## src/sv/hbm_pkg.sv

```systemverilog
// Shared types and constants of the heartbeat liveness monitor.
`default_nettype none

package hbm_pkg;

    // Datagram layout, byte offsets from the start of the datagram
    localparam int FRAME_BYTES  = 29;
    localparam int OFS_MAGIC    = 0;
    localparam int OFS_VERSION  = 4;
    localparam int OFS_SESSION  = 5;
    localparam int OFS_SEQUENCE = 13;
    localparam int OFS_STAMP    = 21;

    localparam int MAGIC_BYTES   = OFS_VERSION - OFS_MAGIC;
    localparam int SESSION_BYTES = OFS_SEQUENCE - OFS_SESSION;
    localparam int SEQ_BYTES     = OFS_STAMP - OFS_SEQUENCE;

    localparam int POS_BITS = 6;
    localparam logic [POS_BITS-1:0] POS_MAX   = {POS_BITS{1'b1}};
    localparam logic [POS_BITS-1:0] POS_FINAL = POS_BITS'(FRAME_BYTES - 1);

    // Width of the accept and reject totals
    localparam int COUNTER_BITS = 32;
    localparam logic [COUNTER_BITS-1:0] CNT_MAX = {COUNTER_BITS{1'b1}};

    // Configuration reset values
    localparam logic [31:0] TIMEOUT_RESET = 32'd1000;
    localparam logic [31:0] MAGIC_RESET   = 32'd0;
    localparam logic [7:0]  VERSION_RESET = 8'd1;

    typedef enum logic {
        OP_BYTE = 1'b0,
        OP_TICK = 1'b1
    } t_op;

    typedef enum logic [1:0] {
        CFG_TIMEOUT = 2'd0,
        CFG_MAGIC   = 2'd1,
        CFG_VERSION = 2'd2
    } t_cfg_idx;

    // One datagram byte handed to the assembler
    typedef struct packed {
        logic       step;
        logic [7:0] data;
        logic       last;
    } t_byte_in;

    // Fields gathered so far for the open datagram
    typedef struct packed {
        logic [POS_BITS-1:0]      pos;
        logic [8*MAGIC_BYTES-1:0] magic;
        logic [7:0]               version;
        logic [8*SESSION_BYTES-1:0] session;
        logic [8*SEQ_BYTES-1:0]   seq_num;
    } t_rx_frame;

endpackage

`default_nettype wire

```

## src/sv/hbm_asm.sv

```systemverilog
// Byte assembler: gathers magic, version, session and sequence of a datagram.
`default_nettype none

module hbm_asm (
    input  wire                  i_clk,
    input  wire                  i_rst_n,
    input  wire hbm_pkg::t_byte_in i_byte,
    output hbm_pkg::t_rx_frame   o_frame
);

    hbm_pkg::t_rx_frame r_frame;
    hbm_pkg::t_rx_frame n_frame;

    always_comb begin
        n_frame = r_frame;
        if (i_byte.step) begin
            if (i_byte.last) begin
                // close: start the next datagram from empty
                n_frame = '0;
            end else begin
                for (int k = 0; k < hbm_pkg::MAGIC_BYTES; k++) begin
                    if (r_frame.pos == hbm_pkg::POS_BITS'(hbm_pkg::OFS_MAGIC + k)) begin
                        n_frame.magic[8*k +: 8] = i_byte.data;
                    end
                end
                if (r_frame.pos == hbm_pkg::POS_BITS'(hbm_pkg::OFS_VERSION)) begin
                    n_frame.version = i_byte.data;
                end
                for (int k = 0; k < hbm_pkg::SESSION_BYTES; k++) begin
                    if (r_frame.pos == hbm_pkg::POS_BITS'(hbm_pkg::OFS_SESSION + k)) begin
                        n_frame.session[8*k +: 8] = i_byte.data;
                    end
                end
                for (int k = 0; k < hbm_pkg::SEQ_BYTES; k++) begin
                    if (r_frame.pos == hbm_pkg::POS_BITS'(hbm_pkg::OFS_SEQUENCE + k)) begin
                        n_frame.seq_num[8*k +: 8] = i_byte.data;
                    end
                end
                // hold the position at its top on overlong datagrams
                if (r_frame.pos != hbm_pkg::POS_MAX) begin
                    n_frame.pos = r_frame.pos + 1'b1;
                end
            end
        end
    end

    always_ff @(posedge i_clk) begin
        if (!i_rst_n) begin
            r_frame <= '0;
        end else begin
            r_frame <= n_frame;
        end
    end

    assign o_frame = r_frame;

endmodule

`default_nettype wire

```

## src/sv/heartbeat_liveness_monitor.sv

```systemverilog
// Top level of the heartbeat liveness monitor.
// Usage:
//   The s_axis channel carries one item per byte of a heartbeat datagram
//   (tuser = 0, tdata = byte, tlast on the final byte) or one time tick
//   (tuser = 1, tdata and tlast ignored). Every accepted item yields exactly
//   one result item on m_axis: tlast flags that the item closed a datagram,
//   tuser carries the accepted/alive/ever-received flags and tdata the
//   accept count, reject count and ticks since the last accepted datagram.
//   A closed datagram passes when it is 29 bytes long, matches the magic
//   word and version, and is new (no session yet, a different session, or a
//   higher sequence number in the same session).
//   An item taken on s_axis moves into the input register, then into the
//   result register, from which its result is offered on m_axis.
//   Throughput: one item per cycle while m_axis is ready, set by the single
//   pass of byte assembly and 64-bit compares between the two registers.
//   When m_axis stalls, the result register holds and the input register
//   still takes one more item; s_axis_tready drops only when both are full.
//   The cfg channel (always ready) writes timeout, magic word and version;
//   write it only while no item is in flight. Reset (synchronous, active low)
//   clears counters, open datagram and held session; restores the defaults.
`default_nettype none

module heartbeat_liveness_monitor (
    input  wire         i_clk,
    input  wire         i_rst_n,
    // byte / tick items
    input  wire         s_axis_tvalid,
    output logic        s_axis_tready,
    input  wire  [7:0]  s_axis_tdata,   // [7:0] data_byte
    input  wire         s_axis_tlast,   // last_byte
    input  wire         s_axis_tuser,   // [0] op
    // result items
    output logic        m_axis_tvalid,
    input  wire         m_axis_tready,
    output logic [95:0] m_axis_tdata,   // [31:0] accepted_count, [63:32] rejected_count,
                                        // [95:64] ticks_since_last
    output logic        m_axis_tlast,   // datagram_done
    output logic [2:0]  m_axis_tuser,   // [0] datagram_accepted, [1] alive, [2] ever_received
    // configuration writes
    input  wire         i_cfg_valid,
    output logic        o_cfg_ready,
    input  wire  [1:0]  i_cfg_index,
    input  wire  [31:0] i_cfg_data
);

    // configuration registers
    logic [31:0] r_timeout;
    logic [31:0] r_magic;
    logic [7:0]  r_version;

    // input register
    logic        r_in_valid;
    logic        r_in_op;
    logic [7:0]  r_in_data;
    logic        r_in_last;

    // monitor state
    logic [63:0] r_held_session;
    logic [63:0] r_held_seq;
    logic        r_seen_any;
    logic [31:0] r_elapsed;
    logic [hbm_pkg::COUNTER_BITS-1:0] r_acc_total;
    logic [hbm_pkg::COUNTER_BITS-1:0] r_rej_total;

    logic [63:0] n_held_session;
    logic [63:0] n_held_seq;
    logic        n_seen_any;
    logic [31:0] n_elapsed;
    logic [hbm_pkg::COUNTER_BITS-1:0] n_acc_total;
    logic [hbm_pkg::COUNTER_BITS-1:0] n_rej_total;

    // result register
    logic        r_out_valid;
    logic        r_out_done;
    logic        r_out_accepted;
    logic        r_out_alive;
    logic        r_out_ever;
    logic [31:0] r_out_acc;
    logic [31:0] r_out_rej;
    logic [31:0] r_out_ticks;

    logic        advance;
    logic        is_tick;
    logic        closing;
    logic        frame_ok;
    logic        fresh;
    logic        accept;
    logic        reject;

    hbm_pkg::t_byte_in  asm_in;
    hbm_pkg::t_rx_frame rx;

    // ---------------- configuration ----------------
    assign o_cfg_ready = 1'b1;

    always_ff @(posedge i_clk) begin
        if (!i_rst_n) begin
            r_timeout <= hbm_pkg::TIMEOUT_RESET;
            r_magic   <= hbm_pkg::MAGIC_RESET;
            r_version <= hbm_pkg::VERSION_RESET;
        end else if (i_cfg_valid) begin
            unique case (hbm_pkg::t_cfg_idx'(i_cfg_index))
                hbm_pkg::CFG_TIMEOUT: r_timeout <= i_cfg_data;
                hbm_pkg::CFG_MAGIC:   r_magic   <= i_cfg_data;
                hbm_pkg::CFG_VERSION: r_version <= i_cfg_data[7:0];
                default: ;  // drop writes to unknown registers
            endcase
        end
    end

    // ---------------- input register ----------------
    // Advance when the result register is free or being drained.
    assign advance       = r_in_valid && (!r_out_valid || m_axis_tready);
    assign s_axis_tready = !r_in_valid || advance;

    always_ff @(posedge i_clk) begin
        if (!i_rst_n) begin
            r_in_valid <= 1'b0;
        end else if (s_axis_tvalid && s_axis_tready) begin
            r_in_valid <= 1'b1;
        end else if (advance) begin
            r_in_valid <= 1'b0;
        end
    end

    always_ff @(posedge i_clk) begin
        if (s_axis_tvalid && s_axis_tready) begin
            r_in_op   <= s_axis_tuser;
            r_in_data <= s_axis_tdata;
            r_in_last <= s_axis_tlast;
        end
    end

    // ---------------- datagram assembly ----------------
    assign is_tick = (hbm_pkg::t_op'(r_in_op) == hbm_pkg::OP_TICK);

    assign asm_in.step = advance && !is_tick;
    assign asm_in.data = r_in_data;
    assign asm_in.last = r_in_last;

    hbm_asm u_asm (
        .i_clk   (i_clk),
        .i_rst_n (i_rst_n),
        .i_byte  (asm_in),
        .o_frame (rx)
    );

    // ---------------- verdict and state update ----------------
    // The closing byte lands in the timestamp area on a well-sized datagram,
    // so the assembled fields are already complete when it arrives.
    assign closing  = !is_tick && r_in_last;
    assign frame_ok = (rx.pos == hbm_pkg::POS_FINAL) && (rx.magic == r_magic)
                      && (rx.version == r_version);
    assign fresh    = !r_seen_any || (rx.session != r_held_session);
    assign accept   = closing && frame_ok && (fresh || (rx.seq_num > r_held_seq));
    assign reject   = closing && !accept;

    always_comb begin
        n_held_session = r_held_session;
        n_held_seq     = r_held_seq;
        n_seen_any     = r_seen_any;
        n_elapsed      = r_elapsed;
        n_acc_total    = r_acc_total;
        n_rej_total    = r_rej_total;
        if (accept) begin
            n_held_session = rx.session;
            n_held_seq     = rx.seq_num;
            n_seen_any     = 1'b1;
            n_elapsed      = '0;
            if (r_acc_total != hbm_pkg::CNT_MAX) begin
                n_acc_total = r_acc_total + 1'b1;
            end
        end
        if (reject && (r_rej_total != hbm_pkg::CNT_MAX)) begin
            n_rej_total = r_rej_total + 1'b1;
        end
        // saturate the tick count at all ones
        if (is_tick && (r_elapsed != '1)) begin
            n_elapsed = r_elapsed + 1'b1;
        end
    end

    always_ff @(posedge i_clk) begin
        if (!i_rst_n) begin
            r_held_session <= '0;
            r_held_seq     <= '0;
            r_seen_any     <= 1'b0;
            r_elapsed      <= '0;
            r_acc_total    <= '0;
            r_rej_total    <= '0;
        end else if (advance) begin
            r_held_session <= n_held_session;
            r_held_seq     <= n_held_seq;
            r_seen_any     <= n_seen_any;
            r_elapsed      <= n_elapsed;
            r_acc_total    <= n_acc_total;
            r_rej_total    <= n_rej_total;
        end
    end

    // ---------------- result register ----------------
    always_ff @(posedge i_clk) begin
        if (!i_rst_n) begin
            r_out_valid <= 1'b0;
        end else if (advance) begin
            r_out_valid <= 1'b1;
        end else if (m_axis_tready) begin
            r_out_valid <= 1'b0;
        end
    end

    always_ff @(posedge i_clk) begin
        if (advance) begin
            r_out_done     <= closing;
            r_out_accepted <= accept;
            r_out_alive    <= n_seen_any && (n_elapsed <= r_timeout);
            r_out_ever     <= n_seen_any;
            r_out_acc      <= 32'(n_acc_total);
            r_out_rej      <= 32'(n_rej_total);
            r_out_ticks    <= n_seen_any ? n_elapsed : '0;
        end
    end

    assign m_axis_tvalid = r_out_valid;
    assign m_axis_tlast  = r_out_done;
    assign m_axis_tuser  = {r_out_ever, r_out_alive, r_out_accepted};
    assign m_axis_tdata  = {r_out_ticks, r_out_rej, r_out_acc};

    // ---------------- assertions ----------------
    a_advance_loads: assert property (@(posedge i_clk) disable iff (!i_rst_n)
        advance |=> r_out_valid)
        else $error("item advanced but no result held");

    a_accept_closes: assert property (@(posedge i_clk) disable iff (!i_rst_n)
        r_out_valid && r_out_accepted |-> r_out_done && (r_out_ticks == '0))
        else $error("accepted result without close or with nonzero ticks");

    a_alive_needs_seen: assert property (@(posedge i_clk) disable iff (!i_rst_n)
        r_out_valid && r_out_alive |-> r_out_ever)
        else $error("alive without any accepted datagram");

    a_seen_sticky: assert property (@(posedge i_clk) disable iff (!i_rst_n)
        $past(i_rst_n) |-> !$fell(r_seen_any))
        else $error("seen flag dropped outside reset");

    a_tick_keeps_frame: assert property (@(posedge i_clk) disable iff (!i_rst_n)
        advance && is_tick |=> $stable(rx))
        else $error("tick item disturbed the open datagram");

endmodule

`default_nettype wire

```

## config.mk

```make
export PLATFORM = sky130hd
export DESIGN_NAME = heartbeat_liveness_monitor
export DESIGN_NICKNAME = d
export VERILOG_FILES = /design/src/sv/hbm_pkg.sv /design/src/sv/hbm_asm.sv /design/src/sv/heartbeat_liveness_monitor.sv
export SDC_FILE = /design/constraint.sdc
export NUM_CORES = 1
export LEC_CHECK = 0
export BUFFER_PORTS_ARGS = -buffer_cell sky130_fd_sc_hd__buf_2
export CORE_ASPECT_RATIO = 0.75
export CORE_MARGIN = 2
export CORE_UTILIZATION = 65
export CTS_CLUSTER_DIAMETER = 120
export DETAILED_ROUTE_END_ITERATION = 8
export PLACE_DENSITY = 0.92
export SLEW_MARGIN = 20
export SYNTH_ARGS = -nofsm -noshare
export SYNTH_HDL_FRONTEND = slang
export SYNTH_HIERARCHICAL = 1
export SYNTH_SLANG_ARGS = --single-unit
```

## constraint.sdc

```tcl
create_clock -name i_clk -period 8.6 [get_ports i_clk]
set_clock_uncertainty 0.15 [all_clocks]
set_input_delay 0.43 -clock i_clk [delete_from_list [all_inputs] [get_ports i_clk]]
set_output_delay 0.43 -clock i_clk [all_outputs]
set_load 0.05 [all_outputs]
```

Yosys cells after proc, flatten, opt, wreduce, memory -nomap -nowiden
Index checks and enable logic that the tools add are counted.

word-level totals
  flip-flop bits (word level) = 583
  bits in latches = 0
  bits in writable memories = 0
  bits in read-only memories = 0
  input bits = 49
  output and inout bits = 103
  word-level logic and storage cells = 185
  memories kept = 0

cells by class
  add/sub/neg operators = 4
  multiply operators = 0
  div/mod/pow operators = 0
  $lt $le $gt $ge = 2
  equal/unequal tests = 30
  shifts and indexed selects = 0
  muxes and demuxes = 33
  bitwise logic cells = 0
  reduce and logical (&&, ||, !) cells = 73

operators with widths
  operator                                             number
  two-way mux 174 bit                                  1
  two-way mux 8 bit                                    21
  two-way mux 32 bit                                   5
  adder 32 x 1 -> 32 bit, second input constant        3
  != test 32 bit, second input constant                3
  > comparator 64 bit                                  1
  != test 64 bit                                       1
  AND reduction 2 bit                                  26
  equality test 6 x 4 -> 1 bit, second input constant  8
  nonzero test 2 bit                                   24
  equality test 6 x 5 -> 1 bit, second input constant  6
  equality test 32 bit                                 1
  <= comparator 32 bit                                 1
  equality test 6 x 3 -> 1 bit, second input constant  4
  equality test 6 x 2 -> 1 bit, second input constant  2
  logical AND 1 bit                                    12
  equality test 8 bit                                  1
  adder 6 x 1 -> 6 bit, second input constant          1
  equality test 6 x 1 -> 1 bit, second input constant  1
  logical NOT 6 bit                                    1
  two-way mux 6 bit                                    1
  != test 6 bit, second input constant                 1
  logical NOT 1 bit                                    5
  two-way mux 1 bit                                    5
  4 further kinds                                      7

Depth between registers and ports, before layout
  depth in word-level cells = 9
  depth in mapped cells = 23
  gate-level depth less buffers = 21

Cells and area by module
The synthesis kept the hierarchy.

by module, submodules not included
  module                      instances  cells each  area an instance (um^2)  seq. area each (um^2)
  heartbeat_liveness_monitor  1          2538        21464.3                  9288.9
  hbm_asm                     1          725         7060.5                   3483.3

Worst setup path before layout
OpenSTA, ideal clock, no wires.

  path type = flip-flop to flip-flop
  start = register r_out_valid (netlist: m_axis_tvalid)
  end = register r_out_done (netlist: m_axis_tlast), enable pin
  setup time = 0.503 ns
  data arrival time = 4.618 ns
  required time = 7.947 ns
  path slack = 3.328 ns
  stages on the path, launching flop included = 8
  path buffers = 4
  clock period less this slack = 5.272 ns
  cells stage by stage = dfxtp_1 -> nor2b_1 -> nand2b_1 -> clkbuf_1 -> inv_1 -> clkbuf_1 -> clkbuf_1 -> buf_1

on the way
  word-level cells in the longest chain between the ends = 3

RTL lines
  what                    line                               RTL
  start, declared         heartbeat_liveness_monitor.sv:73   logic r_out_valid;
  start signal, assigned  heartbeat_liveness_monitor.sv:204  r_out_valid <= 1'b0;
  start signal, assigned  heartbeat_liveness_monitor.sv:206  r_out_valid <= 1'b1;
  start signal, assigned  heartbeat_liveness_monitor.sv:208  r_out_valid <= 1'b0;
  logical NOT 1 bit       heartbeat_liveness_monitor.sv:113  assign advance = r_in_valid && (!r_out_valid || m_axis_tready);
  logical OR 1 bit        heartbeat_liveness_monitor.sv:113
  logical AND 1 bit       heartbeat_liveness_monitor.sv:113
  named net advance       heartbeat_liveness_monitor.sv:82   logic advance;
  end signal, assigned    heartbeat_liveness_monitor.sv:214  r_out_done <= closing;
  end, declared           heartbeat_liveness_monitor.sv:74   logic r_out_done;

The timed path passes the listed nets, and every way through them passes these cells.
A chain may end at the register's enable or synchronous reset.

Worst setup path in the final report
  start = register r_in_last
  end = register r_out_alive (data pin)

on the way
  word-level cells in the longest chain between the ends = 7
  elaborated cells on any way between the ends = 8
  classes of those cells = order compare (1); mux (3); reduce/logical (4)

RTL lines
  what                             line                               RTL
  start, declared                  heartbeat_liveness_monitor.sv:55   logic r_in_last;
  start signal, assigned           heartbeat_liveness_monitor.sv:130  r_in_last <= s_axis_tlast;
  logical AND 1 bit                heartbeat_liveness_monitor.sv:151  assign closing = !is_tick && r_in_last;
  logical AND 1 bit (2 in series)  heartbeat_liveness_monitor.sv:155  assign accept = closing && frame_ok && (fresh || (rx.seq_num > r_held_seq));
  two-way mux 32 bit               heartbeat_liveness_monitor.sv:165  if (accept) begin
  two-way mux 32 bit               heartbeat_liveness_monitor.sv:178  if (is_tick && (r_elapsed != '1)) begin
  named net n_elapsed[25]          heartbeat_liveness_monitor.sv:68   logic [31:0] n_elapsed;
  <= comparator 32 bit             heartbeat_liveness_monitor.sv:216  r_out_alive <= n_seen_any && (n_elapsed <= r_timeout);
  logical AND 1 bit                heartbeat_liveness_monitor.sv:216
  end signal, assigned             heartbeat_liveness_monitor.sv:216
  end, declared                    heartbeat_liveness_monitor.sv:76   logic r_out_alive;

The timed path passes the listed nets, and every way through them passes these cells.

==> reports/results.ini <==
[synthesis]
synth_cell_types = 80
syn-num-nets = 3415
yosys_register_bits = 583
netlist_area_um2 = 28500
yosysWarnings = 6
synthCells = 3263
synth_edf_count = 110
ys_async_sr_fraction_pct = 0
synth-main-ff-cell = dfxtp_1
ys_seq_area_share_pct = 44.8
avgSynthCellArea_um2 = 8.74

[die]
ioPinCount = 152
core_area_um2 = 43400
die-area_um2 = 45600
floorplan.initialDensity_pct = 65.8
num_rows = 66
die_y_um = 185
die_w_um = 246

[min_path]
hp-class = primary input to flop

[global_route]
grtUsageTotal_pct = 33.5
grt_overflow = 0
antenna_found_initial = 1
grt_max_degree = 172
grt_pass1_wl_um = 124000
grt_pass1_vias = 23400

[placement]
dp.cells = 3790
pre_cts_ws_ns = 2.17
portBuffers = 150
dp_hpwl_um = 49300
placed_area_um2 = 29200
routabilityCongestion = 0.935

[clocking]
cts_root_buf = clkbuf_16
hold_buffers = 42
cts-buffers-inserted = 54
cts_max_path_buffers = 3
cts_resized = 0
clk_pin_slew_ns = 0.06
cts.sinks = 583
clk_latency_ns = 0.60
htree_levels = 2
cts_tree = done
cts_setup_buffers = 0

[finish]
post-route-cell-area_um2 = 31500
multi_input_area_um2 = 14300
fill_cells = 2948
layout_common_cells = nand2_1, dfxtp_1, a21oi_1, nand3_1, buf_2
final_cells = 3930
final_common_cell = nand2_1
nNetsFinal = 3462
drive_above_1_share_pct = 9.40
area_growth_pct = 10.3
regArea_um2 = 12800

[setup_path]
required_ns = 8.87
cp-start-kind = flop
path_class = flop to flop
end_kind = flop
arrival_ns = 6.92
path_max_fanout = 55

[drt]
drt_iter0_markers = 3384
via_per_inst = 6.43
vias = 25300
wirelength_um = 78400
firstDrtPassIters = 6
top_layer = met4
wl_met3_um = 8540
ant_nets = 0
drc = 0
post_drt_wl_per_cell_um = 20.0
drt-met1-wl_um = 32800
dr_wl_met2_um = 34800

[sta]
period_share_pct = 77.3
max_slew_margin_pct = 22.5
slew_viol_final = 0
period_needed_ns = 6.65
setup_ws_ns = 1.95
tns_ns = 0
max_clock_freq_mhz = 150
rsz0062_at_grt = false
finalHoldViolCount = 0
setup_viol = 0
worst_pin_slew_ns = 1.16

[power_and_ir_drop]
vdd_drop_max_mv = 0.165
leakagePower_nw = 11.7
p_per_area_nw_per_um2 = 179
power_mw = 5.65

[flow_run]
drv_cap = 0

[status]
status = finished clean

==> sequential cells by signal, indices dropped and copies added (netlist names), 8 cells and up <==
register        count
r_rej_total        32
r_out_rej          32
r_acc_total        32
u_asm/o_frame     174
r_in_data           8
r_out_ticks        32
r_magic            32
r_held_session     64
r_timeout          32
r_out_acc          32
r_version           8
r_elapsed          32
r_held_seq         64
==> final timing paths <==
| check | startpoint | end | slack, ns | cells after the start |
|---|---|---|---|---|
| worst max-delay path | r_in_last$_DFFE_PP_ | r_out_alive$_DFFE_PP_ | 1.95 | 21 |
| worst min-delay path | m_axis_tready | m_axis_tvalid$_SDFFE_PN0P_ | 0.04 | 4 |
| worst max register to register | r_in_last$_DFFE_PP_ | r_out_alive$_DFFE_PP_ | 1.95 | 21 |
| worst min register to register | r_held_seq[6]$_SDFFE_PN0P_ | r_held_seq[6]$_SDFFE_PN0P_ | 0.30 | 2 |
==> critical path, stage by stage, from the launching register on <==
cell       delay, ns
edfxtp_1        0.75
nand2b_1        0.68
inv_1           0.61
nand4b_1        0.19
nor3_1          0.23
nand4_1         0.10
or4_1           0.57
a41oi_1         0.49
a2bb2oi_4       0.09
buf_4           0.34
nand3_1         0.24
nand2_1         0.07
ha_1            0.30
a21o_1          0.19
a21o_1          0.17
a21oi_1         0.13
nor2b_1         0.05
o21ai_0         0.16
a21oi_1         0.09
nor4_1          0.48
nand4_1         0.16
a21oi_1         0.19
==> cells by family after synthesis <==
logic type,count (synthesis),synth area share (%)
AO/OA/AOI/OAI,613,13.0
XOR/XNOR,144,4.42
adder cells (fa/ha/maj),103,4.52
buffers and inverters,350,5.24
flip-flops,583,44.8
multiplexers,135,4.75
other,1,0.0131
AND/OR/NAND/NOR,1334,23.3
==> cell type report <==
cell class	count	area share [%]
Multi-Input combinational cell	2330	45.6
Clock buffer	82	5.31
Clock inverter	15	0.418
Inverter	127	1.56
Timing Repair Buffer	214	4.25
Antenna cell	1	0.00795
Tap cell	578	2.30
Sequential cell	583	40.6
==> cell usage after synthesis (4+ instances only) <==
master | instances | area share (%)
o31a_1 | 4 | 0.12
buf_2 | 33 | 0.58
ha_1 | 103 | 4.5
a21boi_1 | 10 | 0.26
o211ai_1 | 81 | 2.1
buf_6 | 12 | 0.47
clkbuf_1 | 144 | 1.9
a21oi_1 | 309 | 5.4
nor2b_1 | 41 | 0.90
nand4_1 | 68 | 1.5
mux2i_1 | 131 | 4.6
nand2_1 | 511 | 6.7
nor3b_1 | 6 | 0.16
or3_1 | 37 | 0.81
and3_1 | 27 | 0.59
nand4b_1 | 7 | 0.21
and2_1 | 18 | 0.39
nor2_1 | 97 | 1.3
a21o_1 | 11 | 0.29
a21oi_2 | 4 | 0.12
and4_1 | 9 | 0.28
xor2_1 | 65 | 2.0
o21ai_0 | 38 | 0.67
or4_1 | 26 | 0.68
o21a_1 | 9 | 0.24
a31oi_1 | 16 | 0.35
o21ai_1 | 29 | 0.51
buf_4 | 13 | 0.34
o31ai_1 | 20 | 0.53
nand3_1 | 279 | 4.9
buf_1 | 21 | 0.28
nand2b_1 | 49 | 1.1
or2_2 | 23 | 0.50
edfxtp_1 | 110 | 12
nor4bb_1 | 4 | 0.14
nand3b_1 | 7 | 0.18
dfxtp_1 | 473 | 33
nor2_4 | 5 | 0.20
a21boi_0 | 49 | 1.3
nor3_1 | 51 | 0.89
nor4_1 | 49 | 1.1
mux2_2 | 4 | 0.16
inv_1 | 127 | 1.7
xnor2_1 | 79 | 2.4
==> where the power goes <==
group	total, mW	switching, mW	internal (mW)
clock network	2.45	1.06	1.40
logic	0.349	0.264	0.0857
registers	2.84	0.0225	2.82
==> per-layer routing <==
metal,GRT usage [%],vias up
met4,10.6,0
li1,-,11600
met2,52.0,1562
met5,0,-
met1,47.6,11900
met3,5.84,215
==> stage by stage <==
stage	hold WS (ns)	utilization [%]
final	0.0386	72.6
after global routing	0.0164	72.6
after CTS	0.0121	72.6
after detailed placement	0.293	67.4
after global placement	0.288	67.4
after floorplan	0.282	-
No activity file was read; power rests on OpenSTA's default activity.
